<file path="src/hdl/bthr_pkg.sv">
package bthr_pkg;

    // Input beat layout.
    localparam int ELAPSED_W  = 20;
    localparam int S_TDATA_W  = 24;
    localparam int M_TDATA_W  = 16;
    localparam int CFG_W      = 32;
    localparam int CFG_IDX_W  = 2;

    // Configuration register indexes.
    localparam logic [CFG_IDX_W-1:0] CFG_QUICK_WINDOW = 2'd0;
    localparam logic [CFG_IDX_W-1:0] CFG_REPEAT_DELAY = 2'd1;
    localparam logic [CFG_IDX_W-1:0] CFG_REPEAT_STEP  = 2'd2;

    localparam logic [CFG_W-1:0] QUICK_WINDOW_RST = 32'd250000;
    localparam logic [CFG_W-1:0] REPEAT_DELAY_RST = 32'd500000;
    localparam logic [CFG_W-1:0] REPEAT_STEP_RST  = 32'd100000;

    // Flags carried from one tick to the next.
    typedef struct packed {
        logic press_history;
        logic release_history;
        logic hold_armed;
    } hist_t;

    // Result flags; declared last-first so short_press sits in bit 0.
    typedef struct packed {
        logic hold_start;
        logic held_long;
        logic auto_repeat;
        logic double_release;
        logic confirmed_release;
        logic short_release;
        logic double_press;
        logic confirmed_press;
        logic short_press;
    } result_t;

    // Settings presented to the tick logic.
    typedef struct packed {
        logic [CFG_W-1:0] quick_window;
        logic [CFG_W-1:0] repeat_delay;
        logic [CFG_W-1:0] repeat_step;
    } cfg_t;

endpackage

</file>
<file path="src/hdl/bthr_tick.sv">
module bthr_tick
    import bthr_pkg::*;
#(
    parameter int TIMER_BITS = 32
) (
    input  cfg_t                  cfg,
    input  logic [ELAPSED_W-1:0]  elapsed_us,
    input  logic                  was_down,
    input  logic                  is_down,
    input  logic [TIMER_BITS-1:0] since_release,
    input  logic [TIMER_BITS-1:0] since_press,
    input  logic [TIMER_BITS-1:0] hold_time,
    input  logic [TIMER_BITS-1:0] repeat_acc,
    input  hist_t                 hist,
    output logic [TIMER_BITS-1:0] since_release_next,
    output logic [TIMER_BITS-1:0] since_press_next,
    output logic [TIMER_BITS-1:0] hold_time_next,
    output logic [TIMER_BITS-1:0] repeat_acc_next,
    output hist_t                 hist_next,
    output result_t               result
);

    localparam int SUM_W = ((TIMER_BITS > ELAPSED_W) ? TIMER_BITS : ELAPSED_W) + 1;
    localparam int CMP_W = (TIMER_BITS > CFG_W) ? TIMER_BITS : CFG_W;

    logic [TIMER_BITS-1:0] srt_add;
    logic [TIMER_BITS-1:0] spt_add;
    logic [TIMER_BITS-1:0] ht_add;
    logic [TIMER_BITS-1:0] acc_add;
    logic [CMP_W-1:0]      qw_x;
    logic [CMP_W-1:0]      delay_x;
    logic [CMP_W-1:0]      step_x;
    logic [CMP_W-1:0]      acc_x;

    // Add the tick time, pinning at all ones on overflow.
    function automatic logic [TIMER_BITS-1:0] sat_add(
        input logic [TIMER_BITS-1:0] a,
        input logic [ELAPSED_W-1:0]  e
    );
        logic [SUM_W-1:0] sum;
        sum = SUM_W'(a) + SUM_W'(e);
        if (sum[SUM_W-1:TIMER_BITS] != '0) begin
            return '1;
        end
        return sum[TIMER_BITS-1:0];
    endfunction

    assign srt_add = sat_add(since_release, elapsed_us);
    assign spt_add = sat_add(since_press, elapsed_us);
    assign ht_add  = sat_add(hold_time, elapsed_us);
    assign acc_add = sat_add(repeat_acc, elapsed_us);
    assign qw_x    = CMP_W'(cfg.quick_window);
    assign delay_x = CMP_W'(cfg.repeat_delay);
    assign step_x  = CMP_W'(cfg.repeat_step);
    assign acc_x   = CMP_W'(acc_add);

    always_comb begin
        since_release_next = srt_add;
        since_press_next   = spt_add;
        hold_time_next     = '0;
        repeat_acc_next    = '0;
        hist_next          = hist;
        result             = '0;

        // Either gap running past the window ends any tap sequence.
        if ((CMP_W'(srt_add) > qw_x) || (CMP_W'(spt_add) > qw_x)) begin
            hist_next.press_history   = 1'b0;
            hist_next.release_history = 1'b0;
        end

        if (is_down) begin
            hold_time_next  = ht_add;
            repeat_acc_next = acc_add;
            if (!was_down) begin
                hist_next.hold_armed = 1'b1;
                result.double_press  = hist_next.press_history;
                if (CMP_W'(srt_add) < qw_x) begin
                    result.short_press      = 1'b1;
                    hist_next.press_history = 1'b1;
                end
                since_press_next = '0;
            end else if (acc_x > delay_x) begin
                result.auto_repeat = 1'b1;
                if (step_x >= acc_x) begin
                    repeat_acc_next = '0;
                end else begin
                    repeat_acc_next = TIMER_BITS'(acc_x - step_x);
                end
            end
            if (CMP_W'(ht_add) >= qw_x) begin
                result.held_long = 1'b1;
                if (hist_next.hold_armed) begin
                    result.hold_start    = 1'b1;
                    hist_next.hold_armed = 1'b0;
                end
            end
        end else begin
            hist_next.hold_armed = 1'b0;
            if (was_down) begin
                result.double_release = hist_next.release_history;
                if (CMP_W'(spt_add) < qw_x) begin
                    result.short_release      = 1'b1;
                    hist_next.release_history = 1'b1;
                end
                since_release_next = '0;
            end
        end

        result.confirmed_press   = result.short_press & ~result.double_press;
        result.confirmed_release = result.short_release & ~result.double_release;
    end

endmodule

</file>
<file path="src/hdl/button_tap_hold_repeat_detector_unit.sv">
// Button tap, double-tap, hold and auto-repeat detector.
//
// Each slave beat is one sample tick: the time since the previous tick and
// the button level on the previous and current sample. Every tick yields
// exactly one master beat carrying nine event flags (presses, releases,
// double events, auto-repeat, long hold and the first tick of a long hold).
// The three timing settings are written through the cfg_* channel, which
// is always ready; they should only change while no tick is in flight.
//
// A beat taken on the slave side lands in an input register; once the
// result register is free or being emptied, the tick logic updates the
// timers and history flags and loads the result register, raising m_tvalid.
// One tick per cycle is sustained while m_tready stays high: the only loop
// is the update of the timer and flag registers.
//
// Reset clears all timers and flags, empties both stages and restores the
// default settings. When the master side stalls, the result register holds
// and the input register fills; s_tready falls only once both are full.
module button_tap_hold_repeat_detector_unit
    import bthr_pkg::*;
#(
    parameter int TIMER_BITS = 32
) (
    input  logic                 aclk,
    input  logic                 aresetn,
    input  logic                 s_tvalid,
    output logic                 s_tready,
    // Bits from 0: elapsed_us[19:0], was_down, is_down, two zero pad bits.
    input  logic [S_TDATA_W-1:0] s_tdata,
    output logic                 m_tvalid,
    input  logic                 m_tready,
    // Bits from 0: short_press, confirmed_press, double_press, short_release,
    // confirmed_release, double_release, auto_repeat, held_long, hold_start,
    // then seven zero pad bits.
    output logic [M_TDATA_W-1:0] m_tdata,
    input  logic                 cfg_valid,
    output logic                 cfg_ready,
    input  logic [CFG_IDX_W-1:0] cfg_index,
    input  logic [CFG_W-1:0]     cfg_data
);

    cfg_t                  cfg_reg;
    logic                  in_valid_reg;
    logic [ELAPSED_W-1:0]  elapsed_reg;
    logic                  was_down_reg;
    logic                  is_down_reg;
    logic                  out_valid_reg;
    result_t               result_reg;
    logic [TIMER_BITS-1:0] since_release_reg;
    logic [TIMER_BITS-1:0] since_press_reg;
    logic [TIMER_BITS-1:0] hold_time_reg;
    logic [TIMER_BITS-1:0] repeat_acc_reg;
    hist_t                 hist_reg;

    logic [TIMER_BITS-1:0] since_release_next;
    logic [TIMER_BITS-1:0] since_press_next;
    logic [TIMER_BITS-1:0] hold_time_next;
    logic [TIMER_BITS-1:0] repeat_acc_next;
    hist_t                 hist_next;
    result_t               result_next;
    logic                  advance;

    // The tick in the input register moves on when the result slot is free
    // or is being emptied in this cycle.
    assign advance   = in_valid_reg & (~out_valid_reg | m_tready);
    assign s_tready  = ~in_valid_reg | advance;
    assign m_tvalid  = out_valid_reg;
    assign m_tdata   = M_TDATA_W'(result_reg);
    assign cfg_ready = 1'b1;

    bthr_tick #(
        .TIMER_BITS(TIMER_BITS)
    ) u_tick (
        .cfg               (cfg_reg),
        .elapsed_us        (elapsed_reg),
        .was_down          (was_down_reg),
        .is_down           (is_down_reg),
        .since_release     (since_release_reg),
        .since_press       (since_press_reg),
        .hold_time         (hold_time_reg),
        .repeat_acc        (repeat_acc_reg),
        .hist              (hist_reg),
        .since_release_next(since_release_next),
        .since_press_next  (since_press_next),
        .hold_time_next    (hold_time_next),
        .repeat_acc_next   (repeat_acc_next),
        .hist_next         (hist_next),
        .result            (result_next)
    );

    // Settings. An index outside the register list is dropped.
    always_ff @(posedge aclk) begin
        if (!aresetn) begin
            cfg_reg.quick_window <= QUICK_WINDOW_RST;
            cfg_reg.repeat_delay <= REPEAT_DELAY_RST;
            cfg_reg.repeat_step  <= REPEAT_STEP_RST;
        end else if (cfg_valid) begin
            case (cfg_index)
                CFG_QUICK_WINDOW: cfg_reg.quick_window <= cfg_data;
                CFG_REPEAT_DELAY: cfg_reg.repeat_delay <= cfg_data;
                CFG_REPEAT_STEP:  cfg_reg.repeat_step  <= cfg_data;
                default: ;
            endcase
        end
    end

    // Input stage.
    always_ff @(posedge aclk) begin
        if (!aresetn) begin
            in_valid_reg <= 1'b0;
        end else if (s_tready) begin
            in_valid_reg <= s_tvalid;
        end
    end

    always_ff @(posedge aclk) begin
        if (s_tvalid && s_tready) begin
            elapsed_reg  <= s_tdata[ELAPSED_W-1:0];
            was_down_reg <= s_tdata[ELAPSED_W];
            is_down_reg  <= s_tdata[ELAPSED_W+1];
        end
    end

    // Tick state and the result stage.
    always_ff @(posedge aclk) begin
        if (!aresetn) begin
            out_valid_reg     <= 1'b0;
            since_release_reg <= '0;
            since_press_reg   <= '0;
            hold_time_reg     <= '0;
            repeat_acc_reg    <= '0;
            hist_reg          <= '0;
        end else begin
            if (advance) begin
                out_valid_reg     <= 1'b1;
                since_release_reg <= since_release_next;
                since_press_reg   <= since_press_next;
                hold_time_reg     <= hold_time_next;
                repeat_acc_reg    <= repeat_acc_next;
                hist_reg          <= hist_next;
            end else if (m_tready) begin
                out_valid_reg <= 1'b0;
            end
        end
    end

    always_ff @(posedge aclk) begin
        if (advance) begin
            result_reg <= result_next;
        end
    end

    // A hold start is always also a long hold.
    assert property (@(posedge aclk) disable iff (!aresetn)
        (m_tvalid && result_reg.hold_start) |-> result_reg.held_long)
        else $error("hold_start without held_long");

    // A press edge never comes with a release edge or an auto-repeat from the same tick.
    assert property (@(posedge aclk) disable iff (!aresetn)
        (m_tvalid && (result_reg.short_press || result_reg.double_press))
            |-> !(result_reg.short_release || result_reg.double_release
                  || result_reg.auto_repeat))
        else $error("press and release events in one tick");

    // The hold is never armed while the button reads released.
    assert property (@(posedge aclk) disable iff (!aresetn)
        (advance && !is_down_reg) |=> !hist_reg.hold_armed)
        else $error("hold armed after release");

    // After reset both stages are empty.
    assert property (@(posedge aclk)
        !aresetn |=> (!m_tvalid && !in_valid_reg))
        else $error("pipeline not empty after reset");

endmodule

</file>
<file path="config.mk">
export PLATFORM = sky130hd
export DESIGN_NAME = button_tap_hold_repeat_detector_unit
export DESIGN_NICKNAME = d
export VERILOG_FILES = /design/src/hdl/bthr_pkg.sv /design/src/hdl/bthr_tick.sv /design/src/hdl/button_tap_hold_repeat_detector_unit.sv
export SDC_FILE = /design/constraint.sdc
export NUM_CORES = 1
export LEC_CHECK = 0
export ABC_CLOCK_PERIOD_IN_PS = 5990
export BUFFER_PORTS_ARGS = -buffer_cell sky130_fd_sc_hd__buf_4
export CAP_MARGIN = 40
export CORE_MARGIN = 2
export CORE_UTILIZATION = 48
export CTS_BUF_LIST = sky130_fd_sc_hd__clkbuf_4 sky130_fd_sc_hd__clkbuf_8
export DETAILED_ROUTE_END_ITERATION = 10
export PLACE_DENSITY = 0.61
export SYNTH_ARGS = -nofsm -noshare
export SYNTH_HDL_FRONTEND = slang
export SYNTH_SLANG_ARGS = --single-unit
export TNS_END_PERCENT = 20
</file>
<file path="constraint.sdc">
create_clock -name aclk -period 5.99 [get_ports aclk]
set_input_delay 0.599 -clock aclk [delete_from_list [all_inputs] [get_ports aclk]]
set_output_delay 0.599 -clock aclk [all_outputs]
set_load 0.02 [all_outputs]
</file>
==> flow_summary.toml <==
[status]
outcome = "finished clean"

[grt]
grt_pass1_vias = 17400
grt_pass1_wl_mm = 93.1
overflow = 0
grt_max_degree = 56
grt_use_total_pct = 28.2
antenna_found_initial = 0

[synthesis]
synth_top_family_by_area = "compound AO/OA/AOI/OAI gates"
synth_compound_area_share_pct = 26.4
ys_types = 93
synth-seq-area-share_pct = 28.6
synth_xor_area_share_pct = 4.87
synth_edf_count = 31
synthTopCellsByArea = "dfxtp_1 (24%), ha_1 (16%), nand2_1 (7.4%)"
ys_async_sr_fraction_pct = 0
yosysWarningCount = 0
synthMuxAreaShare_pct = 0.500
synthCells = 2394
synthAdderAreaFrac_pct = 16.1
netlist.area_leader.share_pct = 23.8
yosys.area.top_type = "dfxtp_1"
syn_area_sq_um = 19300
avgSynthCellArea_sq_um = 8.04
synthSimpleGateAreaFrac_pct = 18.7
synth_ff_type = "dfxtp_1"
ys_seq_elements = 260

[final_layout]
final_core_util_pct = 54.8
final_layout_size_suffix_gt1_share_pct = 10.7
fin_area_sq_um = 21700
antenna-diode-count = 0
largest_reg_flops = 96
area_delta_synth_final_pct = 12.7
fillCellCount = 3793
num-nets-final = 2791
final_cell_mix = "nand2_1 (380), ha_1 (240), a21oi_1 (231), dfxtp_1 (229), nor2_1 (133)"
final_common_cell = "nand2_1"

[power_and_ir_drop]
leakage_nw = 9.51
powerDensity_nw_per_um2 = 239
ir_drop_v = 0.000227

[die]
row_count = 73
ios = 82
die_y_um = 204
core_sq_um = 39600
initial_core_util_pct = 48.6
die_x_um = 204
die_area_sq_um = 41700

[route]
vias = 18000
vias_per_cell = 5.89
final_antenna_net_count = 0
wl_mm = 58.7
dr.first_iter.drc_count = 1217
dr.pass1.iters = 6
wl_per_cell_um = 19.3
drc = 0

[worst_setup_path]
crit_type = "flip-flop to flip-flop"
crit_slowest_cell = "or4_1"
cp_cell_sequence = "ha_1 -> fa_1 -> a211oi_2 -> o21ai_1 -> a32o_1 -> a31oi_2 -> nand4bb_1 -> buf_12 -> nand2_1 -> mux2_2 -> ha_1 -> nand4_1 -> or4_1 -> o31ai_1 -> a21oi_1 -> o21ai_2 -> nor3_4 -> nand2_2 -> nor2_1 -> a221o_1"
max_stage_delay_ps = 570
cp.arrival_ps = 6210
crit_path_max_fanout = 33
cp_top_family = "compound AO/OA/AOI/OAI gates"
crit_top_cell = "ha_1"
path_buf_inv = 1
path_depth = 20
critPathRequiredTime_ps = 6510
ff2ff_path_depth = 20
cp-end-kind = "flip-flop"
start_kind = "flip-flop"

[clock_tree]
cts_hold_buf = 0
cts_resized = 0
cts_buffers = 49
cts_tree = "yes"
htreeDepth = 2
post-cts-setup-buffer-count = 0
clockRootBuffer = "clkbuf_8"
clockBufferDepth = 3
clkSinkCount = 260
clkLatencyLatePin_ps = 650
clkSlewWorstSetupHoldPaths_ps = 60

[timing]
finalMaxSlewViolations = 0
hold_viol = 0
worst_pin_slew_ps = 852
period_share_pct = 94.9
fmax_mhz = 176
fin_crit_ps = 5680
finalClockSkew_ps = 20.6
setup_viol = 0
fin_setup_tns_ps = 0
slew_headroom_pct = 42.6

[min_path]
min_path_type = "input pin to flip-flop"
whs_path_depth = 1

[placed_design]
placed_area_sq_um = 20600
routabilityCongestion = 0.936
io_buffers = 71
dp_hpwl_mm = 45.3

[flow_run]
drv_cap = 0
==> worst register-to-register path, cell delays in order, from the launching register on <==
cell and delay [ps]:
edfxtp_1 410, ha_1 260, fa_1 450, a211oi_2 300, o21ai_1 160, a32o_1 350
a31oi_2 260, nand4bb_1 240, buf_12 210, nand2_1 90, mux2_2 290, ha_1 310
nand4_1 230, or4_1 570, o31ai_1 250, a21oi_1 200, o21ai_2 290, nor3_4 90
nand2_2 270, nor2_1 90, a221o_1 250
==> kinds of logic after synthesis <==
family	Yosys count
and+or+nand+nor	782
AOI/OAI and AO/OA	763
DFF	260
adders and majority gates	245
buffers and inverters	226
xor gates and xnor gates	107
muxes	9
other	2
==> per-stage QoR <==
stage | hold slack, ps | instances | setup slack, ps | power [W]
after global placement | 442 | 2952 | 350 | 0.00320
after CTS | 75.8 | 3049 | 244 | 0.00522
after floorplan | 429 | 2400 | 787 | 0.00284
final | 120 | 3049 | 308 | 0.00519
after global routing | 95.5 | 3049 | -2.38 | 0.00547
after detailed placement | 447 | 2957 | 247 | 0.00323
==> per-layer routing <==
layer,up-vias,wire (um),global-route usage [%]
met1,8533,27500,37.9
met4,0,1450,8.54
li1,8936,-,-
met5,-,0,0
met2,415,27100,47.3
met3,88,2580,3.30
==> layout make-up <==
| type | count | area (sq um) | area share, % |
|---|---|---|---|
| Clock inverter | 22 | 228 | 1.05 |
| Sequential cell | 260 | 5520 | 25.4 |
| Clock buffer | 70 | 882 | 4.06 |
| Timing Repair Buffer | 128 | 1050 | 4.83 |
| Multi-Input combinational cell | 1914 | 12900 | 59.4 |
| Inverter | 130 | 489 | 2.25 |
| Tap cell | 525 | 657 | 3.03 |
==> power by group <==
part	switching, W	internal, W	total [W]	leakage, nW
Clock	0.000846	0.00113	0.00198	0.595
Sequential	0.0000526	0.00183	0.00189	2.16
Combinational	0.000786	0.000542	0.00133	6.75
Total	0.00169	0.00351	0.00519	9.51
==> worst paths after layout <==
| kind | start | to | slack (ps) |
|---|---|---|---|
| setup / recovery | elapsed_reg[0] | repeat_acc_reg[7] | 310 |
| hold / removal | s_tdata[15] | elapsed_reg[15] | 120 |
| setup reg to reg | elapsed_reg[0] | repeat_acc_reg[7] | 310 |
| hold reg to reg | cfg_reg[56] | cfg_reg[56] | 450 |
==> Yosys cell counts (20+ instances only) <==
cell,instances
nor3_1,31
dfxtp_1,229
xnor2_1,53
clkbuf_1,65
a21oi_1,231
nand4_1,43
a211oi_1,29
nand2b_1,20
inv_1,129
a22o_1,38
o21a_1,26
nand3_1,51
a21o_1,84
a22oi_1,28
xor2_1,54
nand2_1,380
edfxtp_1,31
nor2_1,135
ha_1,240
and3_1,29
o21ai_0,122
o211ai_1,33
Note: power is estimated with default switching activity, not from simulation.
